File: src/design/gregorian_date_arithmetic_assert.svh
// assertion macros for the date arithmetic unit
`ifndef GREGORIAN_DATE_ARITHMETIC_ASSERT_SVH
`define GREGORIAN_DATE_ARITHMETIC_ASSERT_SVH

// same-cycle implication, disabled during reset
`define GDA_ASSERT_IMP(label, clk, rst, a, b) \
  label: assert property (@(posedge clk) disable iff (rst) (a) |-> (b)) \
    else $error("gda assertion failed");

// next-cycle implication, disabled during reset
`define GDA_ASSERT_NXT(label, clk, rst, a, b) \
  label: assert property (@(posedge clk) disable iff (rst) (a) |=> (b)) \
    else $error("gda assertion failed");

`endif

File: src/design/gda_pkg.sv
// package: types, constants and calendar functions of the date unit
`timescale 1ns / 1ps
package gda_pkg;

  localparam int MAX_YEAR = 9999;
  localparam int SER_W    = 22;
  localparam int YEAR_W   = 14;
  // last serial day: 31 Dec MAX_YEAR, counted from 1 Jan 0001
  localparam int LAST_SERIAL_I = MAX_YEAR * 365 + MAX_YEAR / 4 - MAX_YEAR / 100
                                 + MAX_YEAR / 400 - 1;
  localparam logic [SER_W-1:0]  LAST_SERIAL = SER_W'(LAST_SERIAL_I);
  localparam logic [YEAR_W-1:0] MAX_YEAR_V  = YEAR_W'(MAX_YEAR);
  // reciprocals: 1/100 with 19 fraction bits, 1/366 with 32, 1/7 with 25
  localparam logic [12:0] RCP_100 = 13'd5243;
  localparam logic [23:0] RCP_366 = 24'd11734883;
  localparam logic [22:0] RCP_7   = 23'd4793491;

  typedef enum logic [1:0] {
    OP_ADD  = 2'd0,
    OP_SUB  = 2'd1,
    OP_DIFF = 2'd2,
    OP_WDAY = 2'd3
  } gda_op_t;

  typedef enum logic [1:0] {
    YSEL_FIRST,
    YSEL_SECOND,
    YSEL_CUR,
    YSEL_PREV
  } gda_ysel_t;

  typedef enum logic [3:0] {
    ST_IDLE,
    ST_YEAR1,
    ST_SER1,
    ST_YEAR2,
    ST_SER2,
    ST_ARITH,
    ST_EST,
    ST_YINIT,
    ST_YSTEP,
    ST_MINIT,
    ST_MSTEP,
    ST_WDAY,
    ST_FIN
  } gda_state_t;

  typedef struct packed {
    logic      load;
    logic      year_calc;
    gda_ysel_t ysel;
    logic      ser_first;
    logic      ser_second;
    logic      arith;
    logic      est;
    logic      ystep;
    logic      minit;
    logic      mstep;
    logic      wday;
    logic      finish;
  } gda_cmd_t;

  typedef struct packed {
    gda_op_t op;
    logic    year_more;
    logic    month_more;
    logic    out_busy;
  } gda_stat_t;

  function automatic logic [4:0] month_len(input logic [3:0] m, input logic leap);
    logic [4:0] len;
    unique case (m)
      4'd2:                       len = leap ? 5'd29 : 5'd28;
      4'd4, 4'd6, 4'd9, 4'd11:    len = 5'd30;
      default:                    len = 5'd31;
    endcase
    return len;
  endfunction

  // days before the first of month m
  function automatic logic [8:0] cum_days(input logic [3:0] m, input logic leap);
    logic [8:0] c;
    unique case (m)
      4'd1:    c = 9'd0;
      4'd2:    c = 9'd31;
      4'd3:    c = 9'd59;
      4'd4:    c = 9'd90;
      4'd5:    c = 9'd120;
      4'd6:    c = 9'd151;
      4'd7:    c = 9'd181;
      4'd8:    c = 9'd212;
      4'd9:    c = 9'd243;
      4'd10:   c = 9'd273;
      4'd11:   c = 9'd304;
      default: c = 9'd334;
    endcase
    if (leap && m > 4'd2) c = c + 9'd1;
    return c;
  endfunction

endpackage

File: src/design/gda_ctrl.sv
// controller: sequences the datapath through one request
`timescale 1ns / 1ps
module gda_ctrl
  import gda_pkg::*;
(
  input  logic      clk,
  input  logic      rst,
  input  logic      in_valid,
  output logic      in_ready,
  input  gda_stat_t stat,
  output gda_cmd_t  cmd
);

  gda_state_t state, state_next;

  always_ff @(posedge clk) begin
    if (rst) state <= ST_IDLE;
    else state <= state_next;
  end

  always_comb begin
    state_next = state;
    unique case (state)
      ST_IDLE:  if (in_valid) state_next = ST_YEAR1;
      ST_YEAR1: state_next = ST_SER1;
      ST_SER1: begin
        unique case (stat.op)
          OP_DIFF: state_next = ST_YEAR2;
          OP_WDAY: state_next = ST_WDAY;
          default: state_next = ST_ARITH;
        endcase
      end
      ST_YEAR2: state_next = ST_SER2;
      ST_SER2:  state_next = ST_FIN;
      ST_ARITH: state_next = ST_EST;
      ST_EST:   state_next = ST_YINIT;
      ST_YINIT: state_next = ST_YSTEP;
      ST_YSTEP: if (!stat.year_more) state_next = ST_MINIT;
      ST_MINIT: state_next = ST_MSTEP;
      ST_MSTEP: if (!stat.month_more) state_next = ST_FIN;
      ST_WDAY:  state_next = ST_FIN;
      ST_FIN:   if (!stat.out_busy) state_next = ST_IDLE;
      default:  state_next = ST_IDLE;
    endcase
  end

  always_comb begin
    cmd      = '0;
    cmd.ysel = YSEL_FIRST;
    in_ready = 1'b0;
    unique case (state)
      ST_IDLE: begin
        in_ready = 1'b1;
        cmd.load = in_valid;
      end
      ST_YEAR1: cmd.year_calc = 1'b1;
      ST_SER1:  cmd.ser_first = 1'b1;
      ST_YEAR2: begin
        cmd.year_calc = 1'b1;
        cmd.ysel      = YSEL_SECOND;
      end
      ST_SER2:  cmd.ser_second = 1'b1;
      ST_ARITH: cmd.arith = 1'b1;
      ST_EST:   cmd.est = 1'b1;
      ST_YINIT: begin
        cmd.year_calc = 1'b1;
        cmd.ysel      = YSEL_PREV;
      end
      ST_YSTEP: begin
        cmd.ystep = 1'b1;
        cmd.ysel  = YSEL_CUR;
      end
      ST_MINIT: cmd.minit = 1'b1;
      ST_MSTEP: cmd.mstep = 1'b1;
      ST_WDAY:  cmd.wday = 1'b1;
      ST_FIN:   cmd.finish = !stat.out_busy;
      default:  cmd = '0;
    endcase
  end

endmodule

File: src/design/gda_datapath.sv
// datapath: serial day conversion, add/subtract, year and month search, results
`timescale 1ns / 1ps
module gda_datapath
  import gda_pkg::*;
(
  input  logic              clk,
  input  logic              rst,
  input  gda_cmd_t          cmd,
  output gda_stat_t         stat,
  input  logic [1:0]        op,
  input  logic [4:0]        first_day,
  input  logic [3:0]        first_month,
  input  logic [13:0]       first_year,
  input  logic [4:0]        second_day,
  input  logic [3:0]        second_month,
  input  logic [13:0]       second_year,
  input  logic [21:0]       day_count,
  output logic              out_valid,
  input  logic              out_ready,
  output logic [4:0]        result_day,
  output logic [3:0]        result_month,
  output logic [13:0]       result_year,
  output logic [21:0]       day_difference,
  output logic [2:0]        weekday,
  output logic              out_of_range
);

  gda_op_t           op_r;
  logic [4:0]        d1, d2;
  logic [3:0]        m1, m2;
  logic [13:0]       y1, y2;
  logic [21:0]       cnt;
  logic [SER_W-1:0]  ys, s1, s2, rs;
  logic              leap, oor;
  logic [13:0]       yr;
  logic [3:0]        mo;
  logic [8:0]        rem;
  logic [2:0]        wd;
  logic              arith_op;

  // year unit: p = year - 1 -> serial of 1 Jan of year, leap flag of year
  logic [13:0]       yp, y_sel;
  logic [26:0]       q_prod;
  logic [7:0]        q;
  logic [13:0]       r_full;
  logic [6:0]        r100;
  logic [22:0]       ys_wide;
  logic [SER_W-1:0]  ys_u;
  logic              leap_u;

  always_comb begin
    y_sel = (cmd.ysel == YSEL_SECOND) ? y2 : y1;
    if (y_sel == 14'd0) y_sel = 14'd1;
    else if (y_sel > MAX_YEAR_V) y_sel = MAX_YEAR_V;
    unique case (cmd.ysel)
      YSEL_FIRST, YSEL_SECOND: yp = y_sel - 14'd1;
      YSEL_CUR:                yp = yr;
      default:                 yp = yr - 14'd1;
    endcase
    q_prod  = {13'd0, yp} * {14'd0, RCP_100};
    q       = q_prod[26:19];
    r_full  = yp - 14'({6'd0, q} * 14'd100);
    r100    = r_full[6:0];
    ys_wide = {9'd0, yp} * 23'd365 + {11'd0, yp[13:2]} - {15'd0, q} + {17'd0, q[7:2]};
    ys_u    = ys_wide[SER_W-1:0];
    leap_u  = (yp[1:0] == 2'd3 && r100 != 7'd99) || (r100 == 7'd99 && q[1:0] == 2'd3);
  end

  // date to serial, from the registered year start
  logic [4:0]        dsel, dc, ml;
  logic [3:0]        msel, mc;
  logic [SER_W-1:0]  ser_u;

  always_comb begin
    dsel = cmd.ser_second ? d2 : d1;
    msel = cmd.ser_second ? m2 : m1;
    mc   = (msel == 4'd0) ? 4'd1 : ((msel > 4'd12) ? 4'd12 : msel);
    ml   = month_len(mc, leap);
    dc   = (dsel == 5'd0) ? 5'd1 : ((dsel > ml) ? ml : dsel);
    ser_u = ys + {13'd0, cum_days(mc, leap)} + {17'd0, dc} - 22'd1;
  end

  // add / subtract with clamping
  logic [22:0]       sum;
  always_comb sum = {1'b0, s1} + {1'b0, cnt};

  // year estimate from serial / 366, never above the true year
  logic [45:0]       est_prod;
  always_comb est_prod = {24'd0, rs} * {22'd0, RCP_366};

  // month walk
  logic [4:0]        ml_cur;
  always_comb begin
    ml_cur          = month_len(mo, leap);
    stat.month_more = (mo < 4'd12) && (rem >= {4'd0, ml_cur});
    stat.year_more  = (ys_u <= rs);
    stat.op         = op_r;
    stat.out_busy   = out_valid && !out_ready;
  end

  // weekday: serial mod 7, reference day has residue 6
  logic [44:0]       q7_prod;
  logic [19:0]       q7;
  logic [21:0]       r7_full;
  logic [2:0]        r7;
  always_comb begin
    q7_prod = {23'd0, s1} * {22'd0, RCP_7};
    q7      = q7_prod[44:25];
    r7_full = s1 - 22'({2'd0, q7} * 22'd7);
    r7      = r7_full[2:0];
  end

  always_comb arith_op = (op_r == OP_ADD) || (op_r == OP_SUB);

  always_ff @(posedge clk) begin
    if (cmd.load) begin
      op_r <= gda_op_t'(op);
      d1 <= first_day;  m1 <= first_month;  y1 <= first_year;
      d2 <= second_day; m2 <= second_month; y2 <= second_year;
      cnt <= day_count;
    end
    if (cmd.year_calc) begin
      ys   <= ys_u;
      leap <= leap_u;
    end
    if (cmd.ser_first)  s1 <= ser_u;
    if (cmd.ser_second) s2 <= ser_u;
    if (cmd.arith) begin
      if (op_r == OP_ADD) begin
        if (sum > {1'b0, LAST_SERIAL}) begin
          rs  <= LAST_SERIAL;
          oor <= 1'b1;
        end else begin
          rs  <= sum[SER_W-1:0];
          oor <= 1'b0;
        end
      end else begin
        if (cnt > s1) begin
          rs  <= '0;
          oor <= 1'b1;
        end else begin
          rs  <= s1 - cnt;
          oor <= 1'b0;
        end
      end
    end
    if (cmd.est) yr <= est_prod[45:32] + 14'd1;
    if (cmd.ystep && stat.year_more) begin
      ys   <= ys_u;
      leap <= leap_u;
      yr   <= yr + 14'd1;
    end
    if (cmd.minit) begin
      rem <= 9'(rs - ys);
      mo  <= 4'd1;
    end
    if (cmd.mstep && stat.month_more) begin
      rem <= rem - {4'd0, ml_cur};
      mo  <= mo + 4'd1;
    end
    if (cmd.wday) wd <= (r7 == 3'd6) ? 3'd0 : r7 + 3'd1;
    if (cmd.finish) begin
      // fields the op does not produce read zero
      result_day     <= arith_op ? 5'(rem + 9'd1) : '0;
      result_month   <= arith_op ? mo : '0;
      result_year    <= arith_op ? yr : '0;
      out_of_range   <= arith_op && oor;
      day_difference <= (op_r == OP_DIFF && s1 > s2) ? s1 - s2 : '0;
      weekday        <= (op_r == OP_WDAY) ? wd : '0;
    end
  end

  always_ff @(posedge clk) begin
    if (rst) out_valid <= 1'b0;
    else if (cmd.finish) out_valid <= 1'b1;
    else if (out_ready) out_valid <= 1'b0;
  end

endmodule

File: src/design/gregorian_date_arithmetic.sv
// top level: proleptic gregorian date unit
`timescale 1ns / 1ps
// usage
// - input channel in_valid/in_ready carries one request word: op and two dates
//   plus day_count; op selects add days, subtract days, difference or weekday
// - output channel out_valid/out_ready carries one result word per request;
//   fields that the op does not produce read zero
// - a request is taken only while the unit is idle; in_ready drops for the
//   whole computation
// - from acceptance to out_valid, weekday runs YEAR1, SER1, WDAY and FIN;
//   difference runs YEAR1, SER1, YEAR2, SER2 and FIN; add/subtract runs
//   YEAR1, SER1, ARITH, EST, YINIT, the year search (one year start computed
//   per cycle, starting from serial / 366), the month walk (one month per
//   cycle) and FIN
// - the next request is taken only the cycle after the result is loaded
// - the result sits in an output register; a new request may be accepted
//   while it waits, and the next result is held back until the receiver
//   takes the old one
// - synchronous reset empties the output register and returns to idle
// - out_of_range flags an add or subtract that left years 1..MAX_YEAR; the
//   date then saturates to 31 Dec MAX_YEAR or 1 Jan 0001
module gregorian_date_arithmetic
  import gda_pkg::*;
(
  input  logic        clk,
  input  logic        rst,
  input  logic        in_valid,
  output logic        in_ready,
  input  logic [1:0]  op,
  input  logic [4:0]  first_day,
  input  logic [3:0]  first_month,
  input  logic [13:0] first_year,
  input  logic [4:0]  second_day,
  input  logic [3:0]  second_month,
  input  logic [13:0] second_year,
  input  logic [21:0] day_count,
  output logic        out_valid,
  input  logic        out_ready,
  output logic [4:0]  result_day,
  output logic [3:0]  result_month,
  output logic [13:0] result_year,
  output logic [21:0] day_difference,
  output logic [2:0]  weekday,
  output logic        out_of_range
);

  `include "gregorian_date_arithmetic_assert.svh"

  gda_cmd_t  cmd;
  gda_stat_t stat;

  // state machine that steps the datapath
  gda_ctrl u_ctrl (
    .clk      (clk),
    .rst      (rst),
    .in_valid (in_valid),
    .in_ready (in_ready),
    .stat     (stat),
    .cmd      (cmd)
  );

  // conversions, arithmetic and output register
  gda_datapath u_dp (
    .clk            (clk),
    .rst            (rst),
    .cmd            (cmd),
    .stat           (stat),
    .op             (op),
    .first_day      (first_day),
    .first_month    (first_month),
    .first_year     (first_year),
    .second_day     (second_day),
    .second_month   (second_month),
    .second_year    (second_year),
    .day_count      (day_count),
    .out_valid      (out_valid),
    .out_ready      (out_ready),
    .result_day     (result_day),
    .result_month   (result_month),
    .result_year    (result_year),
    .day_difference (day_difference),
    .weekday        (weekday),
    .out_of_range   (out_of_range)
  );

  // one request at a time
  `GDA_ASSERT_NXT(a_busy_after_accept, clk, rst, in_valid && in_ready, !in_ready)
  // weekday stays in 0..6
  `GDA_ASSERT_IMP(a_weekday_range, clk, rst, out_valid, weekday <= 3'd6)
  // month stays in 0..12
  `GDA_ASSERT_IMP(a_month_range, clk, rst, out_valid, result_month <= 4'd12)
  // saturation lands on an end of the supported range
  `GDA_ASSERT_IMP(a_oor_saturates, clk, rst, out_valid && out_of_range,
                  result_year == 14'd1 || result_year == MAX_YEAR_V)

endmodule
File: config.mk
export PLATFORM = sky130hd
export DESIGN_NAME = gregorian_date_arithmetic
export DESIGN_NICKNAME = d
export VERILOG_FILES = /design/src/design/gda_pkg.sv /design/src/design/gda_ctrl.sv /design/src/design/gda_datapath.sv /design/src/design/gregorian_date_arithmetic.sv
export VERILOG_INCLUDE_DIRS = /design/src /design/src/design
export SDC_FILE = /design/constraint.sdc
export NUM_CORES = 2
export LEC_CHECK = 0
export BUFFER_PORTS_ARGS = -buffer_cell sky130_fd_sc_hd__buf_4
export CORE_MARGIN = 3
export CORE_UTILIZATION = 55
export CTS_CLUSTER_SIZE = 14
export DETAILED_ROUTE_END_ITERATION = 10
export GPL_ROUTABILITY_DRIVEN = 1
export PLACE_DENSITY_LB_ADDON = 0.2
export SETUP_SLACK_MARGIN = 0.5
export SLEW_MARGIN = 10
export SYNTH_ARGS = -nofsm -noshare
export SYNTH_HDL_FRONTEND = slang
export SYNTH_SLANG_ARGS = --single-unit
File: constraint.sdc
create_clock -name clk -period 22.2 [get_ports clk]
set_input_delay 2.22 -clock clk [delete_from_list [all_inputs] [get_ports clk]]
set_output_delay 2.22 -clock clk [all_outputs]
set_load 0.05 [all_outputs]
Word-level counts from Yosys, hierarchy flattened --
Memories as Yosys holds them, arrays and structs flattened. Index checks and enable logic that the tools add are counted.
Word-level totals: flip-flop bits (word level) 244, ROM bits 144, input bits 74, logic and storage cells 180, memories 1
Operators by class: add/subtract/negate cells 21, multipliers 6, magnitude comparators 10, equality and inequality tests 36, mux-type cells 51, reduce and logical (&&, ||, !) cells 29
Memories:
- (no name shown) | depth 16, bits a word 9, read ports 1, clocked after Yosys merged registers in 0, wr ports 0, RTL line gda_pkg.sv:83 | unique case (m)
Operators by type and width (number):
- two-way mux 22 bit | 5
- two-way mux 14 bit | 5
- case mux 4 bit (12 select lines) | 1
- multiplier 22 x 24 -> 46 bit (second input constant) | 1
- multiplier 22 x 23 -> 45 bit (second input constant) | 1
- greater-than comparator 22 bit | 2
- subtractor 22 bit | 2
- equality test 4 bit (second input constant) | 9
- two-way mux 4 bit | 9
- equality test 4 x 3 -> 1 bit (second input constant) | 8
- adder 14 x 1 -> 14 bit (second input constant) | 2
- case mux 14 bit (2 select lines) | 1
- subtractor 14 x 1 -> 14 bit (second input constant) | 2
- multiplier 14 x 13 -> 27 bit (second input constant) | 1
- two-way mux 9 bit | 3
- adder 22 x 22 -> 23 bit | 1
- greater-than comparator 23 x 22 -> 1 bit (second input constant) | 1
- adder 22 x 12 -> 22 bit | 1
- adder 22 x 5 -> 22 bit | 1
- adder 22 x 6 -> 22 bit | 1
- adder 22 x 9 -> 22 bit | 1
- <= comparator 22 bit | 1
- multiplier 14 x 9 -> 22 bit (second input constant) | 1
- subtractor 22 x 1 -> 22 bit (second input constant) | 1
- other kinds (42) | 92

Logic depth before layout (Yosys ltp) --
word-level depth 17, gate-level depth with buffers 69, gate-level depth less buffers 66

Hierarchy --
Synthesis repeated with hierarchy kept, for this count alone.
Unflattened totals: cells, all modules 3590, area total of the unflattened synthesis 35718.0 um^2
Modules (own cells, without submodules):
- gda_datapath | times used 1, cells each 3530, area an instance 35298.9 um^2, sequential area each 7196.9 um^2
- gda_ctrl | times used 1, cells each 60, area an instance 419.2 um^2, sequential area each 80.1 um^2

Worst setup path before layout --
Ideal clock, no wire load.
path type register -> register, start register u_ctrl.state[1], end register u_dp.yr[12], data pin, library setup time 0.262 ns, arrival 15.095 ns, data required time 21.938 ns, path slack 6.842 ns, cell stages (with the launch flop) 65, path buffers 5, clock period less this slack 15.358 ns, path through dfxtp_1 > buf_2 > and4bb_2 > buf_4 > buf_1 > mux2i_1 > nand2_1 > o31ai_4 > nand2_1 > or2_4 > or4_4 > mux2i_1 > a21oi_1 > a21oi_1 > fa_1 > ha_1 > fa_1 > inv_1 > (+29 left out) > o21ai_0 > o211a_1 > nor2_1 > xnor2_1 > ha_1 > nand4_1 > nor2_1 > inv_1 > o32ai_1 > o21ai_0 > nand2_1 > clkbuf_1 > clkbuf_1 > mux2_2 > ha_1 > and2_1 > nand3_1 > xor2_1
On the way: cells in the longest elaborated chain, start to end 16
Ends and longest elaborated chain:
- start: declaration | RTL line gda_ctrl.sv:14 | gda_state_t state, state_next;
- start signal: assignment | RTL line gda_ctrl.sv:18 | else state <= state_next;
- equality test 4 bit (tied with other cells) | RTL line gda_ctrl.sv:51 | unique case (state)
- case mux 2 bit (3 select lines) (*) | RTL line gda_ctrl.sv:51
- equality test 2 x 1 -> 1 bit | RTL line gda_datapath.sv:52, gda_datapath.sv:55
- two-way mux 14 bit | RTL line gda_datapath.sv:52 | y_sel = (cmd.ysel == YSEL_SECOND) ? y2 : y1;
- greater-than comparator 14 bit | RTL line gda_datapath.sv:54 | else if (y_sel > MAX_YEAR_V) y_sel = MAX_YEAR_V;
- two-way mux 14 bit | RTL line gda_datapath.sv:54
- two-way mux 14 bit | RTL line gda_datapath.sv:53 | if (y_sel == 14'd0) y_sel = 14'd1;
- subtractor 14 x 1 -> 14 bit | RTL line gda_datapath.sv:56 | YSEL_FIRST, YSEL_SECOND: yp = y_sel - 14'd1;
- case mux 14 bit (2 select lines) (*) | RTL line gda_datapath.sv:55 | unique case (cmd.ysel)
- multiplier 14 x 9 -> 22 bit | RTL line gda_datapath.sv:64 | ys_wide = {9'd0, yp} * 23'd365 + {11'd0, yp[13:2]} - {15'd0, q} + {17'd0, q[7:2]};
- adder 22 x 12 -> 22 bit | RTL line gda_datapath.sv:64
- subtractor 22 x 8 -> 22 bit | RTL line gda_datapath.sv:64
- adder 22 x 6 -> 22 bit (*) | RTL line gda_datapath.sv:64
- named net u_dp.ys_wide[16] | RTL line gda_datapath.sv:47 | logic [22:0] ys_wide;
- <= comparator 22 bit (*) | RTL line gda_datapath.sv:96 | stat.year_more = (ys_u <= rs);
- logical AND 1 bit (*) | RTL line gda_datapath.sv:148 | if (cmd.ystep && stat.year_more) begin
- two-way mux 14 bit (*) | RTL line gda_datapath.sv:148
- end signal: assignment | RTL line gda_datapath.sv:147 | if (cmd.est) yr <= est_prod[45:32] + 14'd1;
- end signal: assignment | RTL line gda_datapath.sv:151 | yr <= yr + 14'd1;
- end: declaration | RTL line gda_datapath.sv:35 | logic [13:0] yr;
Mark *: on every way through the listed nets, which the timed path passes. The rest lies on a longest branch. A chain may end at the register's enable or synchronous reset.

Final worst setup path --
start register u_ctrl.state[1], end register u_dp.yr[13], data pin
Same word-level chain as after synthesis.

==> out/results.ini <==
[logic_synthesis]
syn_nets = 4655
synthArstFlopShare_pct = 0
syn_area_um2 = 35400
seq_area_frac_synth_pct = 20.5
ys_ff_latch = 244
synth_cell_type_count = 89
ys.warnings.count = 0
synth_edf_count = 239
ys.flop_type = edfxtp_1
synth.avg_cell_area_um2 = 10.1
synthCells = 3498

[cts]
clkTransAtPathRegs_ns = 0.07
cts_resized = 0
cts_tree = done
clock_latency_ns = 0.57
cts_buffers = 27
clock_path_buffers = 3
cts_root_buf = clkbuf_16
htree_levels = 1
postCtsSetupBuffers = 0
holdBufCountCts = 0
cts_sinks = 244

[drt]
post_drt_wl_per_cell_um = 19.1
wirelength_mm = 85.5
drc = 0
first_pass_iters = 5
vias = 24500
drt-vias-per-instance = 5.46
drt-initial-drc-count = 1362
ant_nets = 0

[worst_hold_path]
hp-class = register to register

[grt]
grt_pass1_vias = 24700
grt_overflow = 0
antenna_found_initial = 1
grt_max_degree = 71
grt_usage_pct = 25.8
grt_pass1_wl_mm = 136

[sta]
setup_viol = 0
drv_slew = 0
hold_slack_ns = 0.552
rsz0062_at_grt = false
tightest_slew_ns = 1.10
fin_tns_setup_ns = 0
hold_violations = 0
skew_ns = 0.0106
slew_headroom_pct = 26.5
finalCritPeriodShare_pct = 76.3
post-route-min-period_ns = 16.94
max_freq_ghz = 0.0590
fin_ws_ns = 5.26

[critical_path]
crit_type = register to register
cpMostUsedCell = fa_1
start_kind = register
crit_path_top_delay_cell = and4bb_2
cp.arrival_ns = 17.26
cp.required_ns = 22.52
max_stage_delay_ns = 0.76
crit_path_max_fanout = 27
cp-end-kind = register

[finish]
multi_input_comb_area_um2 = 25000
num_antenna_cells = 0
regArea_um2 = 7280
n_fill_cell = 5380
drive_gt1_share_pct = 7.24
fin_nets = 4769
area_growth_pct = 7.99

[floorplanning]
initial_utilization_pct = 55.9
num_io_pins = 125
row_count = 92
fp.dieW_um = 260
die_area_um2 = 67500
core_um2 = 63400
die_y_um = 260

[place]
gp_congestion = 0.937
portBuffers = 124
dp_hpwl_mm = 73.1
place_ws_ns = 5.45

[run]
maxCapViolations = 0

[run_status]
status = finished clean

[critical path, delay by kind of cell (launching register included)]
family	cells	cell delay, ns
buf+inv	7	0.36
simple gates	15	3.37
xor+xnor	4	0.51
flops	1	0.68
mux	1	0.45
fa+ha+maj	13	5.68
compound gates	21	5.59
[routing by layer]
layer / wire (um) / up-vias / global-route usage (%)
met3: 4240 / 121 / 2.56
met1: 37600 / 12000 / 35.6
met4: 2400 / 0 / 6.62
met5: 0 / - / 0
li1: - / 11800 / -
met2: 41300 / 539 / 43.7
[metrics by stage]
step	util, %	area (um^2)	instances
final	60.3	38300	4479
after global routing	60.3	38300	4479
after CTS	60.3	38300	4479
after detailed placement	58.9	37300	4429
after global placement	58.9	37300	4429
after floorplan	-	35400	3498
[layout make-up]
class	count	area share [%]
Multi-Input combinational cell	2397	65.2
Tap cell	846	2.77
Clock inverter	18	0.530
Clock buffer	32	1.87
Sequential cell	244	19.0
Timing Repair Buffer	136	2.67
Inverter	806	7.91
[final timing paths]
| path | startpoint | to | slack, ns | depth (start not counted) |
|---|---|---|---|---|
| hold reg to reg | u_dp.oor | u_dp.out_of_range | 0.55 | 1 |
| setup reg to reg | u_ctrl.state[1] | u_dp.yr[13] | 5.26 | 61 |
| setup / recovery | u_ctrl.state[1] | u_dp.yr[13] | 5.26 | 61 |
| hold / removal | u_dp.oor | u_dp.out_of_range | 0.55 | 1 |
[synth_stat cells, drive strengths merged (12+ instances only)]
master / count / share of area (%)
clkbuf: 42 / 0.44
fa: 411 / 23
a211oi: 14 / 0.35
ha: 672 / 24
o21bai: 20 / 0.42
xor2: 47 / 1.2
and2: 12 / 0.21
or2: 28 / 0.50
inv: 806 / 8.5
nand3: 38 / 0.54
o21ai: 118 / 1.7
nand2: 114 / 1.2
mux2i: 34 / 0.96
a221oi: 17 / 0.44
a21o: 54 / 1.1
nor2b: 45 / 0.79
nor2: 168 / 1.8
mux2: 12 / 0.38
a31oi: 19 / 0.34
and3: 19 / 0.34
xnor2: 116 / 2.9
nor3: 53 / 0.75
nand4: 21 / 0.41
edfxtp: 239 / 20
o21a: 16 / 0.34
a21oi: 144 / 2.0
nand2b: 33 / 0.58
[cells in the final DEF (no fill, tap or decap), types with 12 or more instances in the layout]
cell and n:
inv_1 806, ha_1 672, fa_1 411, edfxtp_1 239, nor2_1 167, a21oi_1 143, buf_4 136, xnor2_1 116
o21ai_0 114, nand2_1 113, a21o_1 54, nor3_1 51, xor2_1 47, nor2b_1 44, nand3_1 38, mux2i_1 34
nand2b_1 33, clkbuf_16 27, or2_2 26, nand4_1 20, o21bai_1 20, a31oi_1 19, and3_1 19, o21a_1 16
a221oi_1 16, mux2_2 12
[flip-flops by register name, summed over array words and instances, names as in the netlist, 5 cells and up]
signal / count
u_dp.cnt: 22
u_dp.d1: 5
u_dp.d2: 5
u_dp.day_difference: 22
u_dp.rem: 9
u_dp.result_day: 5
u_dp.result_year: 14
u_dp.rs: 22
u_dp.s1: 22
u_dp.s2: 22
u_dp.y1: 14
u_dp.y2: 14
u_dp.yr: 14
u_dp.ys: 22
[kinds of logic (layout without fill, tap and decap cells)]
| family | after synthesis | in the layout | share of synthesized area [%] |
|---|---|---|---|
| xor gates and xnor gates | 163 | 163 | 4.03 |
| muxes | 46 | 46 | 1.34 |
| buffers and inverters | 857 | 992 | 9.11 |
| and+or+nand+nor | 582 | 582 | 8.31 |
| adders and majority gates | 1083 | 1083 | 47.0 |
| AOI/OAI and AO/OA | 523 | 523 | 9.72 |
| DFF | 244 | 244 | 20.5 |
Power is left out: the tool's default activity adds up to more than one toggle a clock period on the data nets, which glitch-free logic cannot reach.
